## config.mk

```make
export PLATFORM = sky130hd
export DESIGN_NAME = yuv420_overlay_write_address_generator_unit_flat
export DESIGN_NICKNAME = d
export VERILOG_FILES = /design/src/rtl/yowag_pkg.sv /design/src/rtl/yowag_in_if.sv /design/src/rtl/yowag_out_if.sv /design/src/rtl/yuv420_overlay_write_address_generator_unit.sv /design/src/rtl/yowag_track.sv /design/src/rtl/yowag_addr.sv /design/src/flat_wrapper.sv
export SDC_FILE = /design/constraint.sdc
export NUM_CORES = 1
export LEC_CHECK = 0
export BUFFER_PORTS_ARGS = -buffer_cell sky130_fd_sc_hd__buf_2
export CAP_MARGIN = 20
export CORE_MARGIN = 10
export CORE_UTILIZATION = 54
export CTS_BUF_LIST = sky130_fd_sc_hd__clkbuf_8
export DETAILED_ROUTE_END_ITERATION = 10
export MAX_ROUTING_LAYER = met4
export PLACE_DENSITY = 0.81
export SYNTH_ARGS = -nofsm -noshare
export SYNTH_HDL_FRONTEND = slang
export SYNTH_SLANG_ARGS = --single-unit
```

## constraint.sdc

```tcl
create_clock -name clk_i -period 16.2 [get_ports clk_i]
set_input_delay 0.81 -clock clk_i [delete_from_list [all_inputs] [get_ports clk_i]]
set_output_delay 0.81 -clock clk_i [all_outputs]
set_load 0.05 [all_outputs]
```

## src/rtl/yowag_pkg.sv

```systemverilog
// ----------------------------------------------------------------------------
// yowag_pkg
// Shared types and constants for the yuv 4:2:0 overlay write address generator
// ----------------------------------------------------------------------------
package yowag_pkg;

  localparam int unsigned MaxDimDefault = 4096;

  localparam int unsigned CfgDimW  = 13;
  localparam int unsigned CfgPosW  = 12;
  localparam int unsigned CfgIdxW  = 3;
  localparam int unsigned SampleW  = 8;
  localparam int unsigned AddrW    = 24;
  // multiplier operand width, set by the frame width register
  localparam int unsigned OpW      = CfgDimW;

  typedef enum logic [CfgIdxW-1:0] {
    REG_FRAME_WIDTH    = 3'd0,
    REG_FRAME_HEIGHT   = 3'd1,
    REG_OVERLAY_WIDTH  = 3'd2,
    REG_OVERLAY_HEIGHT = 3'd3,
    REG_START_X        = 3'd4,
    REG_START_Y        = 3'd5
  } cfg_reg_e;

  typedef struct packed {
    logic [CfgDimW-1:0] frame_width;
    logic [CfgDimW-1:0] frame_height;
    logic [CfgDimW-1:0] overlay_width;
    logic [CfgDimW-1:0] overlay_height;
    logic [CfgPosW-1:0] start_x;
    logic [CfgPosW-1:0] start_y;
  } cfg_t;

  // one item after position tracking, ready for the address multiply
  typedef struct packed {
    logic               plane;
    logic               write_enable;
    logic [OpW-1:0]     mul_a;
    logic [OpW-1:0]     mul_b;
    logic [OpW-1:0]     add_c;
    logic [SampleW-1:0] first;
    logic [SampleW-1:0] second;
    logic               plane_done;
  } stage_t;

endpackage

```

## src/rtl/yowag_in_if.sv

```systemverilog
// ----------------------------------------------------------------------------
// yowag_in_if
// Overlay sample channel: valid/ready with one luma sample or chroma pair
// ----------------------------------------------------------------------------
interface yowag_in_if;
  import yowag_pkg::*;

  logic               valid;
  logic               ready;
  logic               func;
  logic [SampleW-1:0] first_sample;
  logic [SampleW-1:0] second_sample;

  modport source (output valid, func, first_sample, second_sample, input ready);
  modport sink   (input valid, func, first_sample, second_sample, output ready);

endinterface

```

## src/rtl/yowag_out_if.sv

```systemverilog
// ----------------------------------------------------------------------------
// yowag_out_if
// Frame write channel: valid/ready with plane, enable, address and samples
// ----------------------------------------------------------------------------
interface yowag_out_if;
  import yowag_pkg::*;

  logic               valid;
  logic               ready;
  logic               plane;
  logic               write_enable;
  logic [AddrW-1:0]   frame_address;
  logic [SampleW-1:0] write_first;
  logic [SampleW-1:0] write_second;
  logic               plane_done;

  modport source (output valid, plane, write_enable, frame_address, write_first,
                  write_second, plane_done, input ready);
  modport sink   (input valid, plane, write_enable, frame_address, write_first,
                  write_second, plane_done, output ready);

endinterface

```

## src/rtl/yuv420_overlay_write_address_generator_unit.sv

```systemverilog
// an accepted sample passes the tracking stage register, then the result register
// throughput: one item per cycle while the frame write channel is ready, single address multiply-add stage
// a stalled result holds in the output register while the tracking stage still fills
// reset: asynchronous active low; raster counters clear, frame and overlay size
// return to 4096, start position to 0, both pipeline stages empty
// ----------------------------------------------------------------------------
// yuv420_overlay_write_address_generator_unit
// Frame write addresses for a planar yuv 4:2:0 overlay placed in a frame
// ----------------------------------------------------------------------------
module yuv420_overlay_write_address_generator_unit #(
  parameter int unsigned MAX_DIMENSION = yowag_pkg::MaxDimDefault
) (
  input  logic                            clk_i,
  input  logic                            rst_ni,
  input  logic                            cfg_we_i,
  input  logic [yowag_pkg::CfgIdxW-1:0]   cfg_idx_i,
  input  logic [yowag_pkg::CfgDimW-1:0]   cfg_data_i,
  yowag_in_if.sink                        item_i,
  yowag_out_if.source                     result_o
);
  import yowag_pkg::*;

  cfg_t   cfg_q;
  logic   stage_valid;
  logic   stage_ready;
  stage_t stage;

  always_ff @(posedge clk_i or negedge rst_ni) begin
    if (!rst_ni) begin
      cfg_q.frame_width    <= CfgDimW'(4096);
      cfg_q.frame_height   <= CfgDimW'(4096);
      cfg_q.overlay_width  <= CfgDimW'(4096);
      cfg_q.overlay_height <= CfgDimW'(4096);
      cfg_q.start_x        <= '0;
      cfg_q.start_y        <= '0;
    end else if (cfg_we_i) begin
      case (cfg_reg_e'(cfg_idx_i))
        REG_FRAME_WIDTH:    cfg_q.frame_width    <= cfg_data_i;
        REG_FRAME_HEIGHT:   cfg_q.frame_height   <= cfg_data_i;
        REG_OVERLAY_WIDTH:  cfg_q.overlay_width  <= cfg_data_i;
        REG_OVERLAY_HEIGHT: cfg_q.overlay_height <= cfg_data_i;
        REG_START_X:        cfg_q.start_x        <= cfg_data_i[CfgPosW-1:0];
        REG_START_Y:        cfg_q.start_y        <= cfg_data_i[CfgPosW-1:0];
        default: begin
        end
      endcase
    end
  end

  yowag_track #(
    .MAX_DIMENSION(MAX_DIMENSION)
  ) u_track (
    .clk_i         (clk_i),
    .rst_ni        (rst_ni),
    .cfg_i         (cfg_q),
    .item_i        (item_i),
    .stage_ready_i (stage_ready),
    .stage_valid_o (stage_valid),
    .stage_o       (stage)
  );

  yowag_addr u_addr (
    .clk_i         (clk_i),
    .rst_ni        (rst_ni),
    .stage_valid_i (stage_valid),
    .stage_i       (stage),
    .stage_ready_o (stage_ready),
    .result_o      (result_o)
  );

  // a dropped write never carries an address
  assert property (@(posedge clk_i) disable iff (!rst_ni)
    result_o.valid && !result_o.write_enable |-> result_o.frame_address == '0)
    else $error("dropped write with nonzero address");

  // luma writes carry no second sample
  assert property (@(posedge clk_i) disable iff (!rst_ni)
    result_o.valid && !result_o.plane |-> result_o.write_second == '0)
    else $error("luma write with nonzero second sample");

  // an accepted item always lands in the tracking stage
  assert property (@(posedge clk_i) disable iff (!rst_ni)
    item_i.valid && item_i.ready |=> stage_valid)
    else $error("accepted item lost before the address stage");

  // a held tracking stage means the output side is stalled
  assert property (@(posedge clk_i) disable iff (!rst_ni)
    stage_valid && !stage_ready |-> result_o.valid && !result_o.ready)
    else $error("tracking stage stalled without output backpressure");

endmodule

```

## src/rtl/yowag_track.sv

```systemverilog
// ----------------------------------------------------------------------------
// yowag_track
// Luma and chroma raster counters, frame bound check and address operands
// ----------------------------------------------------------------------------
module yowag_track #(
  parameter int unsigned MAX_DIMENSION = yowag_pkg::MaxDimDefault
) (
  input  logic              clk_i,
  input  logic              rst_ni,
  input  yowag_pkg::cfg_t   cfg_i,
  yowag_in_if.sink          item_i,
  input  logic              stage_ready_i,
  output logic              stage_valid_o,
  output yowag_pkg::stage_t stage_o
);
  import yowag_pkg::*;

  localparam int unsigned CW  = $clog2(MAX_DIMENSION);     // luma counter width
  localparam int unsigned DW  = CW + 1;                    // clamped dimension width
  localparam int unsigned CCW = CW - 1;                    // chroma counter width
  localparam int unsigned PW  = ((CW > CfgPosW) ? CW : CfgPosW) + 1;

  logic [CW-1:0]  lcol_q, lcol_d, lrow_q, lrow_d;
  logic [CCW-1:0] ccol_q, ccol_d, crow_q, crow_d;
  logic           valid_q;
  stage_t         stage_q, stage_d;

  logic [31:0]    ow32, oh32, ow_cl32, oh_cl32;
  logic [DW-1:0]  ow_cl, oh_cl;
  logic [CW-1:0]  cw, ch;
  logic [PW-1:0]  lx, ly, cx, cy, crow_addr, ccol_addr;
  logic           l_in, c_in, c_empty;
  logic           lcol_end, lrow_end, ccol_end, crow_end;
  logic           fire;

  assign fire         = item_i.valid && item_i.ready;
  assign item_i.ready = !valid_q || stage_ready_i;

  // clamp overlay size to 1..MAX_DIMENSION
  always_comb begin
    ow32    = 32'(cfg_i.overlay_width);
    oh32    = 32'(cfg_i.overlay_height);
    ow_cl32 = (ow32 == 32'd0) ? 32'd1 :
              (ow32 > 32'(MAX_DIMENSION)) ? 32'(MAX_DIMENSION) : ow32;
    oh_cl32 = (oh32 == 32'd0) ? 32'd1 :
              (oh32 > 32'(MAX_DIMENSION)) ? 32'(MAX_DIMENSION) : oh32;
  end

  assign ow_cl   = DW'(ow_cl32);
  assign oh_cl   = DW'(oh_cl32);
  assign cw      = CW'(ow_cl >> 1);
  assign ch      = CW'(oh_cl >> 1);
  assign c_empty = (cw == '0) || (ch == '0);

  // luma position
  assign lx   = PW'(cfg_i.start_x) + PW'(lcol_q);
  assign ly   = PW'(cfg_i.start_y) + PW'(lrow_q);
  assign l_in = (lx < PW'(cfg_i.frame_width)) && (ly < PW'(cfg_i.frame_height));

  // chroma position checked at twice the chroma coordinate
  assign cx   = PW'(cfg_i.start_x) + PW'({ccol_q, 1'b0});
  assign cy   = PW'(cfg_i.start_y) + PW'({crow_q, 1'b0});
  assign c_in = !c_empty && (cx < PW'(cfg_i.frame_width)) &&
                (cy < PW'(cfg_i.frame_height));
  assign crow_addr = PW'(cfg_i.start_y >> 1) + PW'(crow_q);
  assign ccol_addr = PW'(cfg_i.start_x >> 1) + PW'(ccol_q);

  assign lcol_end = (DW'(lcol_q) + DW'(1)) >= ow_cl;
  assign lrow_end = (DW'(lrow_q) + DW'(1)) >= oh_cl;
  assign ccol_end = (CW'(ccol_q) + CW'(1)) >= cw;
  assign crow_end = (CW'(crow_q) + CW'(1)) >= ch;

  always_comb begin
    lcol_d  = lcol_q;
    lrow_d  = lrow_q;
    ccol_d  = ccol_q;
    crow_d  = crow_q;
    stage_d = '0;
    stage_d.plane = item_i.func;
    stage_d.first = item_i.first_sample;
    if (!item_i.func) begin
      stage_d.write_enable = l_in;
      stage_d.plane_done   = lcol_end && lrow_end;
      if (l_in) begin
        stage_d.mul_a = OpW'(ly);
        stage_d.mul_b = cfg_i.frame_width;
        stage_d.add_c = OpW'(lx);
      end
      if (lcol_end) begin
        lcol_d = '0;
        lrow_d = lrow_end ? '0 : lrow_q + CW'(1);
      end else begin
        lcol_d = lcol_q + CW'(1);
      end
    end else begin
      stage_d.second       = item_i.second_sample;
      stage_d.write_enable = c_in;
      if (c_in) begin
        stage_d.mul_a = OpW'(crow_addr);
        stage_d.mul_b = {1'b0, cfg_i.frame_width[CfgDimW-1:1]};
        stage_d.add_c = OpW'(ccol_addr);
      end
      if (c_empty) begin
        // no chroma raster at all
        ccol_d = '0;
        crow_d = '0;
        stage_d.plane_done = 1'b1;
      end else begin
        stage_d.plane_done = ccol_end && crow_end;
        if (ccol_end) begin
          ccol_d = '0;
          crow_d = crow_end ? '0 : crow_q + CCW'(1);
        end else begin
          ccol_d = ccol_q + CCW'(1);
        end
      end
    end
  end

  always_ff @(posedge clk_i or negedge rst_ni) begin
    if (!rst_ni) begin
      lcol_q  <= '0;
      lrow_q  <= '0;
      ccol_q  <= '0;
      crow_q  <= '0;
      valid_q <= 1'b0;
    end else begin
      if (fire) begin
        lcol_q <= lcol_d;
        lrow_q <= lrow_d;
        ccol_q <= ccol_d;
        crow_q <= crow_d;
      end
      if (item_i.ready) begin
        valid_q <= item_i.valid;
      end
    end
  end

  always_ff @(posedge clk_i) begin
    if (fire) begin
      stage_q <= stage_d;
    end
  end

  assign stage_valid_o = valid_q;
  assign stage_o       = stage_q;

endmodule

```

## src/rtl/yowag_addr.sv

```systemverilog
// ----------------------------------------------------------------------------
// yowag_addr
// Address multiply-add and result register toward the frame write channel
// ----------------------------------------------------------------------------
module yowag_addr (
  input  logic              clk_i,
  input  logic              rst_ni,
  input  logic              stage_valid_i,
  input  yowag_pkg::stage_t stage_i,
  output logic              stage_ready_o,
  yowag_out_if.source       result_o
);
  import yowag_pkg::*;

  logic [2*OpW-1:0]   prod;
  logic [AddrW-1:0]   addr_d;
  logic               valid_q;
  logic               plane_q, we_q, done_q;
  logic [AddrW-1:0]   addr_q;
  logic [SampleW-1:0] first_q, second_q;
  logic               load;

  // operands are zero for a dropped write, so the address comes out zero
  assign prod   = stage_i.mul_a * stage_i.mul_b;
  assign addr_d = AddrW'(prod) + AddrW'(stage_i.add_c);

  assign stage_ready_o = !valid_q || result_o.ready;
  assign load          = stage_valid_i && stage_ready_o;

  always_ff @(posedge clk_i or negedge rst_ni) begin
    if (!rst_ni) begin
      valid_q <= 1'b0;
    end else if (stage_ready_o) begin
      valid_q <= stage_valid_i;
    end
  end

  always_ff @(posedge clk_i) begin
    if (load) begin
      plane_q  <= stage_i.plane;
      we_q     <= stage_i.write_enable;
      addr_q   <= addr_d;
      first_q  <= stage_i.first;
      second_q <= stage_i.second;
      done_q   <= stage_i.plane_done;
    end
  end

  assign result_o.valid         = valid_q;
  assign result_o.plane         = plane_q;
  assign result_o.write_enable  = we_q;
  assign result_o.frame_address = addr_q;
  assign result_o.write_first   = first_q;
  assign result_o.write_second  = second_q;
  assign result_o.plane_done    = done_q;

endmodule
```

## src/flat_wrapper.sv

```systemverilog
// flat-port wrapper written by rule: the top's interface ports become plain ports
module yuv420_overlay_write_address_generator_unit_flat import yowag_pkg::*;
#(
  parameter int unsigned MAX_DIMENSION = yowag_pkg::MaxDimDefault
)
  (clk_i, rst_ni, cfg_we_i, cfg_idx_i, cfg_data_i, item_i_valid, item_i_func, item_i_first_sample, item_i_second_sample, item_i_ready, result_o_valid, result_o_plane, result_o_write_enable, result_o_frame_address, result_o_write_first, result_o_write_second, result_o_plane_done, result_o_ready);
  yowag_in_if item_i_i ();
  yowag_out_if result_o_i ();
  input  logic clk_i;
  input  logic rst_ni;
  input  logic cfg_we_i;
  input  logic [yowag_pkg::CfgIdxW-1:0] cfg_idx_i;
  input  logic [yowag_pkg::CfgDimW-1:0] cfg_data_i;
  input wire logic [$bits(item_i_i.valid)-1:0] item_i_valid;
  input wire logic [$bits(item_i_i.func)-1:0] item_i_func;
  input wire logic [$bits(item_i_i.first_sample)-1:0] item_i_first_sample;
  input wire logic [$bits(item_i_i.second_sample)-1:0] item_i_second_sample;
  output wire logic [$bits(item_i_i.ready)-1:0] item_i_ready;
  output wire logic [$bits(result_o_i.valid)-1:0] result_o_valid;
  output wire logic [$bits(result_o_i.plane)-1:0] result_o_plane;
  output wire logic [$bits(result_o_i.write_enable)-1:0] result_o_write_enable;
  output wire logic [$bits(result_o_i.frame_address)-1:0] result_o_frame_address;
  output wire logic [$bits(result_o_i.write_first)-1:0] result_o_write_first;
  output wire logic [$bits(result_o_i.write_second)-1:0] result_o_write_second;
  output wire logic [$bits(result_o_i.plane_done)-1:0] result_o_plane_done;
  input wire logic [$bits(result_o_i.ready)-1:0] result_o_ready;
  assign item_i_i.valid = item_i_valid;
  assign item_i_i.func = item_i_func;
  assign item_i_i.first_sample = item_i_first_sample;
  assign item_i_i.second_sample = item_i_second_sample;
  assign item_i_ready = item_i_i.ready;
  assign result_o_valid = result_o_i.valid;
  assign result_o_plane = result_o_i.plane;
  assign result_o_write_enable = result_o_i.write_enable;
  assign result_o_frame_address = result_o_i.frame_address;
  assign result_o_write_first = result_o_i.write_first;
  assign result_o_write_second = result_o_i.write_second;
  assign result_o_plane_done = result_o_i.plane_done;
  assign result_o_i.ready = result_o_ready;
  yuv420_overlay_write_address_generator_unit #(.MAX_DIMENSION(MAX_DIMENSION)) u_core (.clk_i(clk_i), .rst_ni(rst_ni), .cfg_we_i(cfg_we_i), .cfg_idx_i(cfg_idx_i), .cfg_data_i(cfg_data_i), .item_i(item_i_i), .result_o(result_o_i));
endmodule
```

# Yosys cells after proc, flatten, opt, wreduce, memory -nomap -nowiden
# Index checks and enable logic that the tools add are counted.
# W data, S select, Z words.
[op_classes]
n_eq_ne = 5
bitwise_logic = 1
n_reduce_logical = 29
magnitude_cmp = 10
n_mux = 16
n_addsub = 15
mul = 1
[op_table]
columns = ["cell", "count"]
rows = [
  ["$mux W11", 5],
  ["$add A12 B12 Y13", 4],
  ["$lt A13 B13 Y1", 4],
  ["$mux W13", 4],
  ["$mux W40", 1],
  ["$mux W39", 1],
  ["$mux W38", 1],
  ["$add A12 B1 Y13 const B", 2],
  ["$ge A13 B13 Y1", 2],
  ["$gt A13 B13 Y1 const B", 2],
  ["$logic_not A13 Y1", 2],
  ["$add A11 B1 Y12 const B", 2],
  ["$add A11 B11 Y12", 2],
  ["$add A12 B1 Y12 const B", 2],
  ["$add A24 B13 Y24", 1],
  ["$ge A12 B12 Y1", 2],
  ["$logic_not A12 Y1", 2],
  ["$mul A13 B13 Y24", 1],
  ["$mux W12", 2],
  ["$add A11 B1 Y11 const B", 2],
  ["$reduce_and A2 Y1", 8],
  ["$logic_and A1 B1 Y1", 7],
  ["$eq A3 B2 Y1 const B", 2],
  ["$eq A3 B3 Y1 const B", 2],
  ["8 further kinds", 14],
]
[word_totals]
word_cells = 103
ff_bits = 225
output_inout_bits = 45
input_bits = 38

# Depth between registers and ports, before layout
# Gate-level depths: netlist of the first run.
[logic_depth]
word_depth = 10
mapped_depth = 23
depth_no_buf = 22

# Cells and area by module
# A second synthesis of the first run with hierarchy kept.
[unflattened]
cells_unflattened = 1874
area_unflattened_um2 = 19449.9
[by_module_without_submodules]
columns = ["module", "area_each_um2", "cells_per_inst", "instances", "seq_area_each_um2"]
rows = [
  ["yowag_track", 9115.0, 961, 1, 2917.8],
  ["yowag_addr", 7370.8, 749, 1, 1316.3],
  ["yuv420_overlay_write_address_generator_unit", 2964.1, 164, 1, 1906.8],
]

# Worst setup path after synthesis of the first run
# OpenSTA, ideal clock, no wires.
[synth_path]
path_kind = "register to register"
startpoint = "reg u_core.u_track.stage_q (netlist bit u_core.u_track.stage_o[49])"
endpoint = "reg u_core.u_addr.addr_q[20], in the netlist u_core.u_addr.result_o.frame_address[20] (data pin)"
t_required_ns = 15.940
setup_time_ns = 0.260
setup_slack_ns = 10.264
period_less_slack_ns = 5.936
arrival_time_ns = 5.676
path_stages_with_launch = 23
n_path_buf = 1
cell_sequence = "edfxtp_1 > clkbuf_1 > and2_1 > fa_1 > inv_1 > fa_1 > inv_1 > fa_1 > inv_1 > fa_1 > inv_1 > fa_1 > inv_1 > fa_1 > inv_1 > ha_1 > and3_1 > and4b_1 > a221oi_2 > a21oi_2 > and3_4 > o32ai_2 > xnor2_1"
[synth_between]
elab_chain_cells = 2
[synth_lines]
columns = ["element", "line_no", "source"]
rows = [
  ["start: declaration", "yowag_track.sv:26", "stage_t stage_q, stage_d;"],
  ["start signal: assignment", "yowag_track.sv:142", "stage_q <= stage_d;"],
  ["$mul A13 B13 Y24", "yowag_addr.sv:24", "assign prod = stage_i.mul_a * stage_i.mul_b;"],
  ["$add A24 B13 Y24", "yowag_addr.sv:25", "assign addr_d = AddrW'(prod) + AddrW'(stage_i.add_c);"],
  ["net u_core.u_addr.addr_d[20]", "yowag_addr.sv:16", "logic [AddrW-1:0] addr_d;"],
  ["end signal: assignment", "yowag_addr.sv:42", "addr_q <= addr_d;"],
  ["end: declaration", "yowag_addr.sv:19", "logic [AddrW-1:0] addr_q;"],
]
# The timed path passes the listed nets, and every way through them passes these cells.
# A chain may end at the register's enable or synchronous reset.

# Worst setup path in the final report of the first run
[layout_path]
startpoint = "reg u_core.u_track.stage_q (netlist bit u_core.u_track.stage_o[48])"
endpoint = "reg u_core.u_addr.addr_q[22], in the netlist u_core.u_addr.result_o.frame_address[22] (data pin)"
# The elaborated chain is that of the path after synthesis.

==> out/metrics.yaml, run 1 <==
timing:
  fin_skew_ns: 0.03397
  max_slew_margin_pct: 28.10
  tns_ns: 0
  fmax_mhz: 156.0
  hold_slack_ns: 0.2025
  worst_pin_slew_ns: 1.074
  setup_viol_count_final: 0
  rsz0062_at_grt: "no"
  fin_crit_ns: 6.409
  drv_slew: 0
  hold_violations: 0
  fin_crit_sh_pct: 39.56
cells_and_area:
  drive_gt1_share_pct: 12.40
  layout_commonest_cell: "ha_1"
  nets: 2302
  final_cell_mix: "ha_1, inv_1, nand2_1, fa_1, dfrtp_1"
  area_growth_pct: 9.092
global_routing:
  use_met3_pct: 2.949
  busiest_layer: "met2"
  use_met2_pct: 35.51
  gr-total-overflow: 0
  grt_start_max_net_pins: 83
  track_usage_pct: 21.39
  gr-usage-met1_pct: 26.07
  grt_first_pass_wirelength_um: 71170
  antenna_found_initial: 1
  grt_pass1_vias: 14319
yosys:
  ys_ff_latch: 225
  avgSynthCellArea_um2: 10.32
  synth_warnings: 0
  synth.cell_area_um2: 18840
  synth_cell_types: 71
  synth_edf_count: 101
  ys_seq_area_share_pct: 32.60
  syn_inst: 1825
  synthArstFlopShare_pct: 55.11
  synthFlopType: "dfrtp_1"
  syn_nets: 2223
clocking:
  cts_hold_buf: 0
  clock-sinks: 225
  cts_resized: 0
  cts_tree: "done"
  clkTransAtPathRegs_ns: 0.06
  clock_tree.root_cell: "clkbuf_8"
  clkLatencyLatePin_ns: 0.59
  post_cts_buffers: 0
  numCtsBuffers: 41
  cts-htree-levels: 2
  clock_path_buffers: 3
setup_path:
  endpoint_kind: "flip-flop"
  start_kind: "flip-flop"
  worstSetupPathType: "reg2reg"
  cp.required_ns: 16.52
  arrival_ns: 6.73
  cp_max_fo: 13
floorplanning:
  die_area_um2: 42760
  row_count: 68
  start_util_pct: 54.67
  ioPinCount: 83
  core_region_area_um2: 34460
  fp.dieW_um: 206.8
  die_h_um: 206.8
hold_path:
  hp-class: "in2async"
placement:
  port-buffer-count: 82
  gp_congestion: 0.9099
  hpwlAfterDp_um: 33970
drt:
  drt_iter0_drc: 846
  routed_wl_um: 43580
  vias: 13594
  wl_per_cell_um: 18.22
  route.detailed.drc: 0
  dr.pass1.iters: 7
  avgViaCountPerCell: 5.683
  drtAntennaViolNets: 0
status:
  outcome: "completed"
run:
  cap_violations: 0
## through the flow
| stage | utilization [%] | area, µm² | worst slack (ns) | std cells |
|---|---|---|---|---|
| 3_5_place_dp | 57.11 | 19680 | 9.837 | 2314 |
| 6_report | 59.64 | 20550 | 9.791 | 2392 |
| 2_1_floorplan | - | 18840 | 10.26 | 1825 |
| 3_3_place_gp | 57.11 | 19680 | 9.978 | 2314 |
| 5_1_grt | 59.64 | 20550 | 9.502 | 2392 |
| 4_1_cts | 59.50 | 20500 | 9.825 | 2389 |
## Yosys cell counts (3+ instances only)
master / count / area, µm²
o31ai_1: 4 / 30.03
nand2_1: 182 / 683.2
fa_1: 133 / 2663
a211oi_1: 17 / 127.6
nor2b_1: 12 / 75.07
inv_1: 195 / 732.0
o21bai_1: 7 / 52.55
o2111ai_1: 3 / 26.28
xor2_1: 34 / 297.8
nand3_1: 38 / 190.2
o41ai_2: 7 / 113.9
buf_2: 9 / 45.04
dfstp_2: 4 / 105.1
xnor2_1: 60 / 525.5
nor4_1: 6 / 37.54
a22o_1: 49 / 429.2
a21oi_1: 50 / 250.2
dfrtp_1: 120 / 3003
clkbuf_1: 45 / 168.9
and2_1: 96 / 600.6
o21a_1: 7 / 52.55
a2bb2oi_1: 4 / 35.03
or2_1: 3 / 18.77
mux2_2: 50 / 563.0
nand4_1: 10 / 62.56
nor2_1: 61 / 229.0
edfxtp_1: 101 / 3033
and3_1: 20 / 125.1
o21ai_1: 25 / 125.1
o41ai_1: 3 / 26.28
nand2b_1: 36 / 225.2
o21ai_0: 99 / 495.5
a21o_1: 47 / 352.8
nor3_1: 12 / 60.06
ha_1: 227 / 2840
## metal layers
layer | vias to the layer above | routed length (µm)
li1 | 6465 | -
met1 | 6693 | 18880
met2 | 331 | 21110
met3 | 105 | 2128
met4 | 0 | 1451
met5 | - | 0
## worst paths after layout
path                                                      start                                            endpoint  slack (ns)  depth (start not counted)
setup / recovery           u_core.u_track.stage_o[48]$_DFFE_PP_  u_core.u_addr.result_o.frame_address[22]$_DFFE_PP_        9.79                         22
hold / removal                                           rst_ni                        u_core.cfg_q[39]$_DFFE_PN0P_        0.20                          1
setup reg to reg           u_core.u_track.stage_o[48]$_DFFE_PP_  u_core.u_addr.result_o.frame_address[22]$_DFFE_PP_        9.79                         22
hold reg to reg            u_core.u_track.stage_o[12]$_DFFE_PP_     u_core.u_addr.result_o.write_first[3]$_DFFE_PP_        0.42                          0
max in group asynchronous                                rst_ni                        u_core.cfg_q[62]$_DFFE_PN1P_       14.85                          3
min in group clk_i                       item_i_first_sample[1]                u_core.u_track.stage_o[10]$_DFFE_PP_        0.40                          1
## cell type report
| cell class | instances | area, µm² |
|---|---|---|
| Timing Repair Buffer | 91 | 513.0 |
| Sequential cell | 225 | 6141 |
| Clock buffer | 45 | 619.3 |
| Inverter | 196 | 735.7 |
| Clock inverter | 30 | 202.7 |
| Fill cell | 2899 | 13910 |
| Antenna cell | 1 | 2.502 |
| Tap cell | 455 | 569.3 |
| Multi-Input combinational cell | 1349 | 11770 |
## cells by family (layout without fill, tap and decap cells)
group	after synthesis	after routing	synth area share (%)
other	0	1	0
muxes	51	51	3.042
AOI/OAI and AO/OA	351	351	12.72
adders and majority gates	360	360	29.21
xor gates and xnor gates	94	94	4.370
and+or+nand+nor	493	493	13.00
buffers and inverters	251	362	5.061
DFF	225	225	32.60
## critical path, cell delays in order, from the launching register on
cell and delay (ns):
edfxtp_1 0.58, and2_1 0.24, fa_1 0.54, inv_1 0.06, fa_1 0.53, inv_1 0.06, fa_1 0.49, inv_1 0.05
fa_1 0.47, inv_1 0.05, fa_1 0.52, inv_1 0.05, fa_1 0.49, inv_1 0.04, ha_1 0.34, and3_1 0.20
and4b_1 0.21, a221oi_2 0.48, a21oi_2 0.16, and3_4 0.22, a21oi_1 0.12, o21ai_1 0.09, xor2_1 0.14
## sequential cells by signal, indices dropped and copies added (netlist names), 8 cells and up
register and count:
u_core.cfg_q 76, u_core.u_track.stage_o 58, u_core.u_track.lrow_q 12, u_core.u_track.ccol_q 11, u_core.u_addr.result_o.write_first 8, u_core.u_addr.result_o.write_second 8
u_core.u_addr.result_o.frame_address 24, u_core.u_track.crow_q 11, u_core.u_track.lcol_q 12
Power of run 1 is left out: the tool's default activity adds up to more than one toggle a clock period on the data nets, which glitch-free logic cannot reach.
==> run 2, diff against run 1 <==
--- a/config.mk
+++ b/config.mk
@@ -5,6 +5,7 @@
 export SDC_FILE = /design/constraint.sdc
 export NUM_CORES = 1
 export LEC_CHECK = 0
+export ABC_AREA = 1
 export BUFFER_PORTS_ARGS = -buffer_cell sky130_fd_sc_hd__buf_2
 export CAP_MARGIN = 20
 export CORE_MARGIN = 10
==> constraint.sdc (replaced) <==
create_clock -name clk_i -period 6.4 [get_ports clk_i]
set_input_delay 0.32 -clock clk_i [delete_from_list [all_inputs] [get_ports clk_i]]
set_output_delay 0.32 -clock clk_i [all_outputs]
set_load 0.05 [all_outputs]
==> out/metrics.yaml, run 2 <==
status:
  outcome: "completed"  # unchanged
cells_and_area:
  nets: 2932  # was 2302
  drive_gt1_share_pct: 6.781  # was 12.40%
  layout_commonest_cell: "nand2_1"  # was ha_1
  regMostFlops: "u_core.cfg_q"  # unchanged
  diodes: 0  # was 1
  area_growth_pct: 8.878  # was 9.092%
  largest_reg_flops: 76  # unchanged
  final_cell_mix: "nand2_1, inv_1, ha_1, nand3_1, o21ai_0"  # was ha_1, inv_1, nand2_1, fa_1, dfrtp_1
placement:
  pre_cts_ws_ns: 0.5943  # was 9.837 ns
  port-buffer-count: 82  # unchanged
  hpwlAfterDp_um: 40640  # was 33970 µm
  gp_congestion: 0.9459  # was 0.9099
yosys:
  synth_compound_area_share_pct: 7.901  # was 12.72%
  synth_warnings: 0  # unchanged
  ys_top_cells_by_area: "edfxtp_1, dfrtp_1, ha_1"  # unchanged
  avgSynthCellArea_um2: 8.203  # was 10.32 µm²
  synth_cell_types: 46  # was 71
  ys_seq_area_share_pct: 30.56  # was 32.60%
  yosysMostFrequentCell: "nand2_1"  # was ha_1
  syn_inst: 2450  # was 1825
  synth.cell_area_um2: 20100  # was 18840 µm²
  synth-simple-area-share_pct: 20.81  # was 13.00%
  synth_common_cells: "nand2_1, inv_1, ha_1, nand3_1, o21ai_0"  # was ha_1, inv_1, nand2_1, fa_1, dfrtp_1
  synth_mux_area_share_pct: 0  # was 3.042%
  synth_top_area_share_pct: 15.09  # was 16.10%
  ys_ff_latch: 225  # unchanged
  synth_fa_ha_area_share_pct: 27.38  # was 29.21%
  synth_top_family_by_area: "adder cells"  # unchanged
  synth_xor_xnor_area_share_pct: 4.009  # was 4.370%
  synthArstFlopShare_pct: 55.11  # unchanged
  synth_edf_count: 101  # unchanged
  syn_nets: 2848  # was 2223
  synthFlopType: "dfrtp_1"  # unchanged
  yosysTopAreaCell: "edfxtp_1"  # unchanged
floorplanning:
  fp.dieW_um: 212.9  # was 206.8 µm
  ioPinCount: 83  # unchanged
  core_region_area_um2: 36700  # was 34460 µm²
  die_area_um2: 45330  # was 42760 µm²
  die_h_um: 212.9  # was 206.8 µm
  start_util_pct: 54.76  # was 54.67%
  row_count: 70  # was 68
clocking:
  clkLatencyLatePin_ns: 0.60  # was 0.59 ns
  clkTransAtPathRegs_ns: 0.06  # about the same
  cts-htree-levels: 2  # unchanged
  clock_path_buffers: 3  # unchanged
  cts_tree: "done"  # unchanged
  clock_tree.root_cell: "clkbuf_8"  # unchanged
  cts_resized: 0  # unchanged
  cts_hold_buf: 18  # was 0
  clock-sinks: 225  # unchanged
  post_cts_buffers: 0  # unchanged
  numCtsBuffers: 40  # was 41
timing:
  timing.final.ws_setup_ns: 0.5455  # was 9.791 ns
  fin_crit_ns: 5.855  # was 6.409 ns
  fin_skew_ns: 0.02312  # was 0.03397 ns
  fin_crit_sh_pct: 91.48  # was 39.56%
  max_slew_margin_pct: 36.57  # was 28.10%
  drv_slew: 0  # unchanged
  worst_pin_slew_ns: 0.9492  # was 1.074 ns
  tns_ns: 0  # unchanged
  fmax_mhz: 170.8  # was 156.0 MHz
  setup_viol_count_final: 0  # unchanged
  hold_violations: 0  # unchanged
  rsz0062_at_grt: "no"  # unchanged
setup_path:
  worstSetupStartpoint: "u_core.u_track.stage_o[33]$_DFFE_PP_"  # was u_core.u_track.stage_o[48]$_DFFE_PP_
  cp_max_fo: 13  # unchanged
  reg2regPathDepth: 19  # was 22
  reg2reg_to: "u_core.u_addr.result_o.frame_address[22]$_DFFE_PP_"  # unchanged
  endpoint_kind: "flip-flop"  # unchanged
  r2r_start: "u_core.u_track.stage_o[33]$_DFFE_PP_"  # was u_core.u_track.stage_o[48]$_DFFE_PP_
  reg2reg_slack_ns: 0.55  # was 9.79 ns
  arrival_ns: 6.20  # was 6.73 ns
  start_kind: "flip-flop"  # unchanged
  worstSetupPathType: "reg2reg"  # unchanged
  cp.required_ns: 6.74  # was 16.52 ns
  endpoint: "u_core.u_addr.result_o.frame_address[22]$_DFFE_PP_"  # unchanged
run:
  cap_violations: 0  # unchanged
drt:
  route.detailed.drc: 0  # unchanged
  routed_wl_um: 51340  # was 43580 µm
  wl_per_cell_um: 16.92  # was 18.22 µm
  drt_iter0_drc: 1257  # was 846
  dr.pass1.iters: 5  # was 7
  vias: 16567  # was 13594
  drtAntennaViolNets: 0  # unchanged
  avgViaCountPerCell: 5.460  # was 5.683
global_routing:
  antenna_found_initial: 0  # was 1
  grt_first_pass_wirelength_um: 85090  # was 71170 µm
  grt_pass1_vias: 16913  # was 14319
  track_usage_pct: 24.10  # was 21.39%
  grt_start_max_net_pins: 76  # was 83
  gr-total-overflow: 0  # unchanged
hold_path:
  min_from: "item_i_valid"
  hp-class: "in2reg"  # was in2async
run 2: cell types whose count changed after synthesis, sizes merged, moves of 20 or more:
cell,previous run,this run
xor2,34,62
a21oi,52,105
nor2,63,126
nand2b,37,0
a22o,49,0
mux2,50,0
and2,96,0
nand4,10,30
xnor2,60,30
and3,21,0
inv,195,420
a21o,49,5
nand2,182,632
nand3,39,173
run 2: cell families after synthesis:
group,Yosys count
AOI/OAI and AO/OA,293
and+or+nand+nor,992
xor gates and xnor gates,92
DFF,225
buffers and inverters,488
adders and majority gates,360
run 2: final cells by class:
class | count | area, µm²
sequential | 225 | 6141
clock buffer | 45 | 619.3
fill | 3206 | 14820
inverter | 422 | 1584
timing repair buffer | 108 | 653.1
clock inverter | 29 | 209.0
tap | 468 | 585.6
multi-input combinational | 1737 | 12090
run 2: how the worst min path moves through the flow:
stage                                                to  slack (ns)  cells past startpoint
2_1_floorplan               u_core.cfg_q[0]$_DFFE_PN0P_        0.02                      0
3_3_place_gp       u_core.u_track.lrow_q[4]$_DFFE_PN0P_        0.38                      1
3_5_place_dp       u_core.u_track.lrow_q[4]$_DFFE_PN0P_        0.39                      1
4_1_cts        u_core.u_track.stage_valid_o$_DFFE_PN0N_        0.06                      3
5_1_grt        u_core.u_track.stage_valid_o$_DFFE_PN0N_        0.10                      3
6_report       u_core.u_track.stage_valid_o$_DFFE_PN0N_        0.12                      3
run 2: worst max-delay path, stage by stage (launching register included):
cell and delay, ns:
edfxtp_1 0.60, nand2_1 0.14, inv_1 0.06, fa_1 0.57, inv_1 0.07, fa_1 0.54
inv_1 0.06, fa_1 0.53, fa_1 0.44, fa_1 0.54, inv_1 0.05, fa_1 0.49
inv_1 0.04, ha_1 0.37, a21o_1 0.23, a31oi_1 0.34, o21ai_0 0.19, nand2_1 0.10
nand3_1 0.09, xor2_1 0.15
run 2: per-stage QoR:
stage	util (%)	cell area [µm²]	instances	hold slack [ns]
floorplan	-	20100	2450	0.02441
global placement	56.88	20870	2942	0.3830
detailed placement	56.88	20870	2942	0.3912
CTS	59.62	21880	3034	0.06234
global route	59.62	21880	3034	0.1015
finish	59.62	21880	3034	0.1156
run 2: layer usage:
metal  vias to the layer above  routed length, µm  global-route usage (%)  part of all wire [%]
li1                       8057                  -                       -                     -
met1                      7887              21200                   28.46                    41
met2                       499              25670                   41.23                    50
met3                       124               2479                   2.771                   4.8
met4                         0               1995                   9.995                   3.9
met5                         -                  0                       -                     0
Power of run 2 is left out for the same reason.
